===== config.mk =====
export PLATFORM = sky130hd
export DESIGN_NAME = olr_skid
export DESIGN_NICKNAME = d
export VERILOG_FILES = /design/src/overwriting_log_ring_assert.svh /design/src/olr_pkg.sv /design/src/olr_skid.sv
export SDC_FILE = /design/constraint.sdc
export NUM_CORES = 1
export LEC_CHECK = 0
export BUFFER_PORTS_ARGS = -buffer_cell sky130_fd_sc_hd__buf_2
export CAP_MARGIN = 20
export CORE_AREA = 10 10 107 148
export CTS_BUF_LIST = sky130_fd_sc_hd__clkbuf_4 sky130_fd_sc_hd__clkbuf_8
export CTS_CLUSTER_DIAMETER = 40
export DETAILED_ROUTE_END_ITERATION = 7
export DIE_AREA = 0 0 117 158
export HOLD_SLACK_MARGIN = 0.06
export PLACE_DENSITY = 0.61
export SYNTH_ARGS = -nofsm -noshare
export SYNTH_HDL_FRONTEND = slang
export SYNTH_SLANG_ARGS = --single-unit

===== constraint.sdc =====
create_clock -name clk -period 10.1 [get_ports clk]
set_clock_uncertainty 0.15 [all_clocks]
set_input_delay 0.505 -clock clk [delete_from_list [all_inputs] [get_ports clk]]
set_output_delay 0.505 -clock clk [all_outputs]
set_load 0.03 [all_outputs]

===== src/overwriting_log_ring_assert.svh =====
// Assertion macros used by the ring core.
// Each macro takes a label, the clock, the active-low reset and the property terms.
`ifndef OVERWRITING_LOG_RING_ASSERT_SVH
`define OVERWRITING_LOG_RING_ASSERT_SVH

`ifndef SYNTHESIS

// expr holds at every clock edge out of reset
`define OLR_ASSERT_ALWAYS(label, clk, rst_n, expr) \
	label: assert property (@(posedge clk) disable iff (!rst_n) (expr)) \
		else $error("olr: invariant violated");

// cons holds on the edge after ante
`define OLR_ASSERT_NEXT(label, clk, rst_n, ante, cons) \
	label: assert property (@(posedge clk) disable iff (!rst_n) (ante) |=> (cons)) \
		else $error("olr: next-cycle check failed");

`else

`define OLR_ASSERT_ALWAYS(label, clk, rst_n, expr)
`define OLR_ASSERT_NEXT(label, clk, rst_n, ante, cons)

`endif

`endif


===== src/olr_pkg.sv =====
package olr_pkg;

	localparam int RING_DEPTH = 8192;
	localparam int ADDR_W     = $clog2(RING_DEPTH);
	localparam int PTR_W      = $clog2(2 * RING_DEPTH);
	localparam int BYTE_W     = 8;
	localparam int PEND_W     = 14;
	localparam int LOST_W     = 32;

	typedef logic [PTR_W-1:0]  ptr_t;
	typedef logic [ADDR_W-1:0] addr_t;

	localparam ptr_t DEPTH_P  = PTR_W'(RING_DEPTH);
	localparam ptr_t PTR_LAST = PTR_W'(2 * RING_DEPTH - 1);
	localparam ptr_t PTR_SPAN = PTR_W'(2 * RING_DEPTH);

	typedef enum logic {
		KIND_WRITE = 1'b0,
		KIND_READ  = 1'b1
	} kind_t;

	// one result, read_valid in the lowest bit
	typedef struct packed {
		logic              wake_readers;
		logic              readable;
		logic [LOST_W-1:0] lost_count;
		logic [PEND_W-1:0] pending_count;
		logic [BYTE_W-1:0] read_byte;
		logic              read_valid;
	} olr_result_t;

	localparam int RES_W       = $bits(olr_result_t);
	localparam int TDATA_OUT_W = ((RES_W + 7) / 8) * 8;

	// pointers run modulo twice the depth
	function automatic ptr_t ptr_adv(ptr_t p);
		return (p == PTR_LAST) ? '0 : p + 1'b1;
	endfunction

	function automatic addr_t ptr_slot(ptr_t p);
		ptr_t s;
		s = (p >= DEPTH_P) ? p - DEPTH_P : p;
		return s[ADDR_W-1:0];
	endfunction

	function automatic ptr_t ptr_diff(ptr_t w, ptr_t r);
		ptr_t d;
		d = w - r;
		if (w < r) begin
			d = d + PTR_SPAN;
		end
		return d;
	endfunction

endpackage


===== src/olr_skid.sv =====
module olr_skid (
	input  logic                  clk,
	input  logic                  arst_n,
	input  logic                  in_valid,
	output logic                  in_ready,
	input  olr_pkg::olr_result_t  in_res,
	output logic                  out_valid,
	input  logic                  out_ready,
	output olr_pkg::olr_result_t  out_res
);
	import olr_pkg::*;

	olr_result_t main_q, skid_q;
	logic        main_vld_q, skid_vld_q, in_fire;

	assign in_ready  = !skid_vld_q;
	assign in_fire   = in_valid && in_ready;
	assign out_valid = main_vld_q;
	assign out_res   = main_q;

	always_ff @(posedge clk or negedge arst_n) begin
		if (!arst_n) begin
			main_vld_q <= 1'b0;
			skid_vld_q <= 1'b0;
		end else if (!main_vld_q || out_ready) begin
			if (skid_vld_q) begin
				main_vld_q <= 1'b1;
				skid_vld_q <= 1'b0;
			end else begin
				main_vld_q <= in_fire;
			end
		end else if (in_fire) begin
			skid_vld_q <= 1'b1;
		end
	end

	always_ff @(posedge clk) begin
		if (!main_vld_q || out_ready) begin
			if (skid_vld_q) begin
				main_q <= skid_q;
			end else if (in_fire) begin
				main_q <= in_res;
			end
		end else if (in_fire) begin
			skid_q <= in_res;
		end
	end

endmodule


-- Word level (Yosys, flattened, before mapping)
Index checks and enable logic that the tools add are counted.
- reduce and logical (&&, ||, !) cells: 8
- mux-type cells: 5
- bitwise operators: 1
- operator list (kind ; count):
    $mux 57 ; 2
    $reduce_and 2->1 ; 2
    $reduce_bool 2->1 ; 2
    $mux 1 ; 3
    $logic_not 1->1 ; 2
    $logic_and 1x1->1 ; 1
    $logic_or 1x1->1 ; 1
    $not 1->1 ; 1
- logic and storage cells: 28
- output and inout bits: 59
- bits in registers: 116

-- Logic depth before layout (Yosys ltp)
Gate-level depths: netlist of the first run.
- depth after elaboration: 4
- mapped depth: 4
- depth with buffers taken out: 2

-- Worst setup path before layout of the first run
Ideal clock, no wire load.
- path kind: input-to-reg
- start point: in out_ready
- end point: reg skid_q[0] (netlist bit), enable pin
- data required time: 9.396 ns
- library setup time: 0.554 ns
- setup slack: 4.497 ns
- stages on the path: 2
- arrival time: 4.899 ns
- cell sequence: nand2b_1 -> nor3b_1
- word-level cells in the longest chain between the ends: 3
- ends and longest elaborated chain (item ; RTL line ; text):
    start: declaration ; olr_skid.sv:8 ; input logic out_ready,
    $logic_or 1x1->1 ; olr_skid.sv:38 ; if (!main_vld_q || out_ready) begin
    $not 1->1 (no source line) ; -- ;
    $reduce_and 2->1 (no source line) ; -- ;
    end signal: assignment ; olr_skid.sv:45 ; skid_q <= in_res;
    end: declaration ; olr_skid.sv:13 ; olr_result_t main_q, skid_q;
No other way between the ends.
A chain may end at the register's enable or synchronous reset.

-- Worst setup path in the final report of the first run
- start point: reg skid_vld_q
- end point: reg main_q (netlist bit out_res[28]), enable pin
- word-level cells in the longest chain between the ends: 4
- ends and longest elaborated chain (item ; RTL line ; text):
    start: declaration ; olr_skid.sv:14 ; logic main_vld_q, skid_vld_q, in_fire;
    start signal: assignment ; olr_skid.sv:24 ; skid_vld_q <= 1'b0;
    start signal: assignment ; olr_skid.sv:28 ; skid_vld_q <= 1'b0;
    start signal: assignment ; olr_skid.sv:33 ; skid_vld_q <= 1'b1;
    $logic_not 1->1 ; olr_skid.sv:16 ; assign in_ready = !skid_vld_q;
    $logic_and 1x1->1 ; olr_skid.sv:17 ; assign in_fire = in_valid && in_ready;
    $reduce_bool 2->1 (no source line) (*) ; -- ;
    $reduce_and 2->1 (no source line) (*) ; -- ;
    end signal: assignment ; olr_skid.sv:40 ; main_q <= skid_q;
    end signal: assignment ; olr_skid.sv:42 ; main_q <= in_res;
    end: declaration ; olr_skid.sv:13 ;
Mark *: on every way between the ends. The rest lies on a longest branch, timed or not.

==> results of run 1 <==
-- registers in the layout (all words and copies together), names as in the netlist --
name,cells
out_res,57
skid_q,57
skid_vld_q,1
out_valid,1
-- per-layer routing --
metal	track usage	vias to the layer above
li1	-	1011
met1	0.09446	1038
met2	0.1496	74
met3	0.04621	8
met4	0.04250	0
met5	0	-
-- power by group through the flow --
stage / Clock, mW / Combinational (mW) / Sequential (mW)
global route: 0.410 / 0.146 / 0.583
floorplan: 0 / 0.0617 / 0.629
global placement: 0 / 0.131 / 0.596
detailed placement: 0 / 0.133 / 0.596
CTS: 0.390 / 0.133 / 0.586
finish: 0.372 / 0.137 / 0.579
-- worst max-delay path, cell delays in order, from the launching register on --
cell     delay [ns]
dfrtp_4        0.71
buf_16         0.33
nor2_1         0.15
nor2b_4        0.12
buf_4          0.59
-- metrics by stage --
| stage | cell area [um^2] | cells | util | setup slack (ns) |
|---|---|---|---|---|
| floorplan | 4496 | 187 | - | 4.497 |
| global placement | 5194 | 458 | 0.3953 | 7.345 |
| detailed placement | 5194 | 458 | 0.3953 | 7.315 |
| CTS | 5549 | 490 | 0.4224 | 7.297 |
| global route | 5577 | 491 | 0.4245 | 7.469 |
| finish | 5579 | 492 | 0.4247 | 7.652 |
-- worst paths after layout --
path	start	endpoint	slack [ns]	depth (start not counted)
min in group asynchronous	arst_n	skid_vld_q	0.25	2
min reg2reg	skid_q[19]	out_res[19]	0.39	1
max reg2reg	skid_vld_q	out_res[28]	7.65	4
min	in_res[45]	skid_q[45]	0.13	1
max in group asynchronous	arst_n	skid_vld_q	9.44	2
max	skid_vld_q	out_res[28]	7.65	4
-- synthesized netlist by cell type --
library cell / n
buf_6: 1
nor2b_1: 1
nand2_1: 1
mux2_4: 57
edfxtp_1: 114
nor3b_1: 1
nand2b_1: 1
dfrtp_1: 2
nor2_1: 2
inv_1: 1
buf_12: 6
-- repair_timing --
action                                 in CTS  in global routing
hold buffers                                1                  0
setup endpoints to repair                   0                  0
endpoints found under the hold margin       2                  0
-- layout make-up --
cell class,count,area (um^2)
Antenna cell,1,2.502
Fill cell,1189,7559
Multi-Input combinational cell,63,899.6
Sequential cell,116,3477
Timing Repair Buffer,124,655.6
Inverter,1,3.754
Clock buffer,20,256.5
Clock inverter,11,88.84
Tap cell,156,195.2
-- kinds of logic after synthesis --
kind of cell  count (synthesis)  synth area share
simple gates                  6          0.006960
flops                       116            0.7726
buf+inv                       8           0.03006
mux                          57            0.1904
==> summary.md, run 1 <==
| Metric | Value |
|---|---|
| Total Routing Usage GR | 0.09117 |
| Yosys warning total | 0 |
| WHS | 0.1348 ns |
| Pwr Density | 195.0 nW/um^2 |
| IO Pins | 120 |
| Netlist cell types | 11 |
| Slew Limit Headroom | 0.5130 |
| Area Growth Syn to Fin | 24.10% |
| Resize count post-CTS | 0 |
| F_max | 0.4084 GHz |
| Die area | 18490 um^2 |
| DIE WIDTH | 117 um |
| Synth top area share | 0.7615 |
| Tcrit/Tclk final | 0.2424 |
| Final setup viols | 0 |
| Gr ovfl total | 0 |
| Setup TNS | 0 ns |
| Hold Vio Cnt, Final | 0 |
| Net Sw Frac | 0.2437 |
| Total power | 1.088 mW |
| Critical path class | flip-flop to flip-flop |
| Status | completed |
| Initial DRC count | 68 |
| Top Metal Used | met4 |
| Lkg Pwr | 2.222 nW |
| CTS Buf Count | 17 |
| First drt pass iteration count | 4 |
| Global-route wire length before repair | 12450 um |
| Largest cells by area after synthesis | edfxtp_1, mux2_4, buf_12 |
| WL/cell | 16.93 um |
| Avg Vias per Cell | 4.331 |
| Total clock sinks | 116 |
| Die Y | 158 um |
| H-tree levels | 4 |
| Vias in the first global route | 2398 |
| WL met2 | 4219 um |
| CP arrival | 2.33 ns |
| Root buffer selected by CTS | clkbuf_8 |
| Post-synthesis cell count | 187 |
| NetSw | 265.1 uW |
| Fin crit period | 2.448 ns |
| DP HPWL | 5772 um |
| Final GP Congestion | 0.6719 |
| Clock buffer depth | 2 |
| # nets final | 384 |
| Syn_area_per_cell | 24.04 um^2 |
| Crit path capture type | flip-flop |
| Commonest non-fill, non-tap cell in the layout | buf_2 |
| Slew @ Worst Pin | 0.7305 ns |
| Max-cap viol count | 0 |
| Setup Fix Bufs, Post-CTS | 0 |
| Int Power | 822.7 uW |
| Register share of total power | 0.533 |
| Seq cells post-synth | 116 |
| Commonest cells after routing, fill and taps aside | buf_2, edfxtp_1, mux2_4 |
| DRC | 0 |
| Register area share after synthesis | 0.7726 |
| Unrepaired setup endpoints after global routing | false |
| VDD IR max | 0.07055 mV |
| Largest area contributor in the netlist | edfxtp_1 |
| Detailed-route wire length | 8330 um |
| Wl on met1 | 3388 um |
| Comb power frac | 0.125 |
| Met3 Wirelength | 629 um |
| IO Port Bufs | 119 |
| Clock Power Share | 0.342 |
| Worst setup SP type | flip-flop |
| Worst Hold Class | primary input to flip-flop |
| Final antenna-violating net count | 0 |
| CP max FO | 57 |
| Total number of vias | 2131 |
| Num rows | 50 |
| Worst skew pair latency | 0.40 ns |
| Largest net degree at the start of global routing | 61 |
| CTS tree | done |
| Clock slew at reported path FFs | 0.07 ns |
| Core area | 13140 um^2 |
| Fin. max-slew vios | 0 |
| Initial Util | 0.3422 |
| Share of cells above drive strength 1 | 0.6388 |
| Initial antenna violation count | 1 |
| Post-synth net total | 248 |
| Worst path required time | 9.98 ns |
| Post-synthesis cell area | 4496 um^2 |
Power figures use the tool's default switching activity.
==> run 2, diff against run 1 <==
Settings changed: PLACE_DENSITY 0.61 to 0.63.
Clock period 10.1 ns to 2.25 ns, I/O delays scaled along.
==> run 2 against run 1 <==
Via count is 12% higher; total power rose to 4.8 times the previous value; utilization increased by 5.2 points; largest cell class unchanged; highest routed layer unchanged.
==> summary.md, run 2 (synthesis results as in run 1) <==
| Metric | Value |
|---|---|
| Crit path capture type | output pin (was flip-flop) |
| Initial Util | 0.3422 (unchanged) |
| Bufs and invs on worst path | 3 (was 2) |
| Vias in the first global route | 2649 (was 2398) |
| Commonest non-fill, non-tap cell in the layout | buf_2 (unchanged) |
| Fin crit period | 1.982 ns |
| Num rows | 50 (unchanged) |
| VDD IR max | 0.3140 mV (was 0.07055 mV) |
| Worst path max stage delay | 0.66 ns (was 0.71 ns) |
| Antenna Cells | 0 (was 1) |
| Unrepaired setup endpoints after global routing | false (unchanged) |
| Final GP Congestion | 0.6477 (was 0.6719) |
| Detailed-route wire length | 8954 um (was 8330 um) |
| Initial antenna violation count | 0 (was 1) |
| WHS | 0.2794 ns (was 0.1348 ns) |
| Hold Vio Cnt, Final | 0 (unchanged) |
| Fin util | 0.4771 (was 0.4247) |
| CTS Buf Count | 17 (unchanged) |
| Pwr Density | 831.3 nW/um^2 (was 195.0 nW/um^2) |
| Total clock sinks | 116 (unchanged) |
| Fillcell total | 1150 (was 1189) |
| # nets final | 446 (was 384) |
| IO Pins | 120 (unchanged) |
| Critical path class | flip-flop to output pin (was flip-flop to flip-flop) |
| Reg-to-reg startpoint | skid_vld_q (unchanged) |
| Max-cap viol count | 0 (unchanged) |
| First drt pass iteration count | 4 (unchanged) |
| DRC | 0 (unchanged) |
| Worst hold path depth | 2 (was 1) |
| Worst path required time | 1.99 ns (was 9.98 ns) |
| Share of cells above drive strength 1 | 0.5402 (was 0.6388) |
| Clock slew at reported path FFs | 0.07 ns (about the same) |
| Total number of vias | 2390 (was 2131) |
| Final antenna-violating net count | 0 (unchanged) |
| Global-route wire length before repair | 13590 um (was 12450 um) |
| DIE WIDTH | 117 um (unchanged) |
| Tcrit/Tclk final | 0.8809 |
| CTS tree | done (unchanged) |
| H-tree levels | 4 (unchanged) |
| Largest net degree at the start of global routing | 58 (was 61) |
| CP arrival | 1.72 ns (was 2.33 ns) |
| DP HPWL | 6155 um (was 5772 um) |
| Die Y | 158 um (unchanged) |
| Fin. max-slew vios | 0 (unchanged) |
| Root buffer selected by CTS | clkbuf_8 (unchanged) |
| WL/cell | 16.16 um (was 16.93 um) |
| Final setup viols | 0 (unchanged) |
| F_max | 0.5045 GHz |
| Top Family by Delay on Critical Path | flip-flops (was buffers and inverters) |
| Core area | 13140 um^2 (unchanged) |
| Gr ovfl total | 0 (unchanged) |
| Commonest cells after routing, fill and taps aside | buf_2, edfxtp_1, dlygate4sd3_1 (was buf_2, edfxtp_1, mux2_4) |
| IO Port Bufs | 119 (unchanged) |
| Avg Vias per Cell | 4.314 (was 4.331) |
| Worst hold path startpoint | in_res[3] (was in_res[45]) |
| Worst setup SP type | flip-flop (unchanged) |
| Reg2reg end | out_valid (was out_res[28]) |
| R2r setup slk | 0.38 ns (was 7.65 ns) |
| Die area | 18490 um^2 (unchanged) |
| Total Routing Usage GR | 0.09879 (was 0.09117) |
| Worst skew pair latency | 0.40 ns (about the same) |
| Worst Hold Class | primary input to flip-flop (unchanged) |
| CP max FO | 19 (was 57) |
| Lkg Pwr | 2.505 nW (was 2.222 nW) |
| Status | completed (unchanged) |
| Clock buffer depth | 2 (unchanged) |
| Worst r2r path cells | 3 (was 4) |
| Endpoint, Worst Hold | skid_q[3] (was skid_q[45]) |
| Slowest-stage cell, CP | dfrtp_4 (unchanged) |
| Setup Fix Bufs, Post-CTS | 0 (unchanged) |
| Area Growth Syn to Fin | 39.44% (was 24.10%) |
| Slew @ Worst Pin | 0.3722 ns (was 0.7305 ns) |
| Slew Limit Headroom | 0.7518 (was 0.5130) |
| Critical-path cell list | buf_4, inv_1, buf_2 (was buf_16, nor2_1, nor2b_4, buf_4) |
| Initial DRC count | 87 (was 68) |
-- run 2: changes by cell type in the layout (fill, tap and decap cells not counted), sizes merged --
cell and change:
dlygate4sd3 +61, bufinv +2, buf +1, clkinv -1, diode -1
-- run 2: final cells by class --
class,instances,area [um^2],share of cell area
clock inverter,12,137.6,0.02196
tap,156,195.2,0.03114
clock buffer,20,256.5,0.04092
multi-input combinational,63,905.9,0.1445
sequential,116,3478,0.5549
inverter,1,3.754,0.0005988
timing repair buffer,186,1291,0.2060
-- run 2: layer usage --
| layer | track usage | routed length (um) | vias up |
|---|---|---|---|
| met1 | 0.1013 | 3435 | 1164 |
| met3 | 0.04811 | 861 | 9 |
| li1 | - | - | 1137 |
| met5 | 0 | 0 | - |
| met4 | 0.05018 | 97 | 0 |
| met2 | 0.1628 | 4560 | 80 |
-- run 2: worst max path at each step --
stage / from / to / cells after the start
floorplan: skid_vld_q / skid_q[0] / 3
global placement: skid_vld_q / skid_q[29] / 2
detailed placement: skid_vld_q / skid_q[38] / 2
CTS: skid_vld_q / in_ready / 3
global route: skid_vld_q / in_ready / 3
finish: skid_vld_q / in_ready / 3
-- run 2: per-stage QoR --
stage / instances / cell area [um^2] / power, mW / worst slack, ns / setup TNS [ns]
6_report: 554 / 6269 / 5.211 / 0.2679 / 0
5_1_grt: 554 / 6269 / 5.424 / 0.1103 / 0
4_1_cts: 554 / 6269 / 5.303 / 0.2036 / 0
3_5_place_dp: 460 / 5254 / 3.289 / 0.4157 / 0
3_3_place_gp: 460 / 5254 / 3.275 / 0.4470 / 0
2_1_floorplan: 187 / 4516 / 3.097 / -0.4845 / -27.62
-- run 2: where the power goes --
part	switching [mW]	leakage (nW)	internal (mW)
combinational	0.382	1.21	0.330
clock	0.786	0.201	1.11
sequential	0.0480	1.09	2.55
-- run 2: worst register-to-register path, cell delays in order (launching register included) --
cell,delay (ns)
dfrtp_4,0.64
nor2_1,0.31
nand2_1,0.08
dlygate4sd3_1,0.57
-- run 2: timing repair --
action                                 in CTS  in global routing
endpoints found under the hold margin     118                  0
gates resized for setup                     0                  0
hold buffers                               62                  0
==> run 3, diff against run 2 <==
Settings changed: CORE_AREA 10 10 107 148 to 10 10 92 127, DIE_AREA 0 0 117 158 to 0 0 102 137, PLACE_DENSITY 0.63 to default, PLACE_DENSITY_LB_ADDON from default to 0.2.
==> run 3 against run 2 <==
Via count down 1.0%; die area decreased by 24%; setup slack improved by 0.11 ns; non-clock buffer count unchanged; sequential power about the same; clock power is 19% lower; worst hold slack got worse by 0.015 ns; register-to-register slack is essentially flat; combinational power increased by 0.8%; count of clock-buffer cells in the layout up 3; global-route usage grew 3.2 points; routed wire length decreased by 1.1%.
==> summary.md, run 3 (synthesis results as in run 1) <==
| Metric | Value |
|---|---|
| Status | completed (unchanged) |
| H-tree levels | 4 (unchanged) |
| Reg-to-reg startpoint | skid_vld_q (unchanged) |
| Area Growth Syn to Fin | 36.71% (was 39.44%) |
| Max-cap viol count | 0 (unchanged) |
| Slew Limit Headroom | 0.7398 (was 0.7518) |
| Antenna Cells | 0 (unchanged) |
| Setup TNS | 0 ns (unchanged) |
| Fin crit period | 1.877 ns (was 1.982 ns) |
| Final GP Congestion | 0.6846 (was 0.6477) |
| Worst r2r path cells | 3 (unchanged) |
| Non-filler cells, final | 507 (was 554) |
| Avg Vias per Cell | 4.667 (was 4.314) |
| Vias in the first global route | 2676 (was 2649) |
| Lkg Pwr | 2.484 nW (was 2.505 nW) |
| R2r setup slk | 0.37 ns (was 0.38 ns) |
| Unrepaired setup endpoints after global routing | false (unchanged) |
| WL/cell | 17.46 um (was 16.16 um) |
| Worst skew pair latency | 0.41 ns (was 0.40 ns) |
| # nets final | 446 (unchanged) |
| Detailed-route wire length | 8853 um (was 8954 um) |
| Worst hold path startpoint | in_res[54] (was in_res[3]) |
| Worst hold path depth | 2 (unchanged) |
| CP arrival | 2.02 ns (was 1.72 ns) |
| Total power | 4.862 mW (was 5.211 mW) |
| DRC | 0 (unchanged) |
| Commonest non-fill, non-tap cell in the layout | buf_2 (unchanged) |
| Total number of vias | 2366 (was 2390) |
| Share of cells above drive strength 1 | 0.5390 (was 0.5402) |
| Num rows | 42 (was 50) |
| Worst setup SP type | flip-flop (unchanged) |
| IO Pins | 120 (unchanged) |
| Worst setup path startpoint | skid_vld_q (unchanged) |
| Hold Vio Cnt, Final | 0 (unchanged) |
| CTS tree | done (unchanged) |
| Initial Util | 0.4806 (was 0.3422) |
| Pre-CTS setup slack | 0.4786 ns (was 0.4157 ns) |
| CP max FO | 21 (was 19) |
| Final antenna-violating net count | 0 (unchanged) |
| DIE WIDTH | 102 um (was 117 um) |
| VDD IR max | 0.5030 mV (was 0.3140 mV) |
| Worst Hold Class | primary input to flip-flop (unchanged) |
| Slew @ Worst Pin | 0.3903 ns (was 0.3722 ns) |
| Placed insts | 414 (was 460) |
| Pwr Density | 791.0 nW/um^2 (was 831.3 nW/um^2) |
| Setup Fix Bufs, Post-CTS | 0 (unchanged) |
| Worst path required time | 2.39 ns (was 1.99 ns) |
| Clock slew at reported path FFs | 0.06 ns (was 0.07 ns) |
| Fin worst setup slack | 0.3730 ns (was 0.2679 ns) |
| Crit path capture type | flip-flop (was output pin) |
| First drt pass iteration count | 4 (unchanged) |
| CTS Buf Count | 17 (unchanged) |
| Commonest cells after routing, fill and taps aside | buf_2, edfxtp_1, dlygate4sd3_1 (unchanged) |
| Gr ovfl total | 0 (unchanged) |
| Clock buffer depth | 2 (unchanged) |
| Critical path class | flip-flop to flip-flop (was flip-flop to output pin) |
| Tcrit/Tclk final | 0.8342 (was 0.8809) |
| Fin util | 0.6570 (was 0.4771) |
| Global-route wire length before repair | 13740 um (was 13590 um) |
| Initial DRC count | 104 (was 87) |
| Die area | 13970 um^2 (was 18490 um^2) |
| Initial antenna violation count | 0 (unchanged) |
| WHS | 0.2642 ns (was 0.2794 ns) |
| Post-layout instance area | 6146 um^2 (was 6269 um^2) |
| IO Port Bufs | 119 (unchanged) |
| Setup crit end | out_valid (was in_ready) |
| Fin. max-slew vios | 0 (unchanged) |
| F_max | 0.5328 GHz (was 0.5045 GHz) |
| Total Routing Usage GR | 0.1309 (was 0.09879) |
| Reg2reg end | out_valid (unchanged) |
| Final setup viols | 0 (unchanged) |
| Largest net degree at the start of global routing | 41 (was 58) |
| Post-DP Area | 5209 um^2 (was 5254 um^2) |
| Root buffer selected by CTS | clkbuf_8 (unchanged) |
| Die Y | 137 um (was 158 um) |
| DP HPWL | 5966 um (was 6155 um) |
| Core area | 9354 um^2 (was 13140 um^2) |
| Total clock sinks | 116 (unchanged) |
run 3: worst min path at each step:
stage / to / slack, ns
finish: skid_q[54] / 0.26
global route: skid_q[52] / 0.25
CTS: skid_q[54] / 0.23
detailed placement: skid_vld_q / -0.25
global placement: skid_vld_q / -0.25
floorplan: out_valid / -0.33
run 3: cell type report:
| class | instances | area (um^2) |
|---|---|---|
| fill | 668 | 3208 |
| clock buffer | 23 | 279.0 |
| sequential | 116 | 3478 |
| clock inverter | 8 | 37.54 |
| timing repair buffer | 186 | 1304 |
| inverter | 1 | 3.754 |
| tap | 110 | 137.6 |
| multi-input combinational | 63 | 905.9 |
run 3: per-layer routing:
layer  vias to the layer above  part of all wire  GRT usage
met1                      1128              0.38     0.1403
met2                        85              0.51     0.2122
met5                         -                 0          0
met4                         0             0.015    0.05975
li1                       1142                 -          -
met3                        11             0.091    0.06411
run 3: power breakdown:
group | switching (mW) | internal, mW
Combinational | 0.382 | 0.335
Clock | 0.735 | 0.806
Sequential | 0.0511 | 2.55
Total | 1.17 | 3.69
run 3: critical path, cell delays in order (launching register included):
cell	delay (ns)
dfrtp_4	0.64
nor2_1	0.32
nand2_1	0.08
dlygate4sd3_1	0.57
run 3: what timing repair did:
item / in CTS / in global routing
hold buffers: 62 / 0
hold endpoints to repair: 118 / 0
endpoints found under the setup margin: 0 / 0
gates resized for setup: 0 / 0
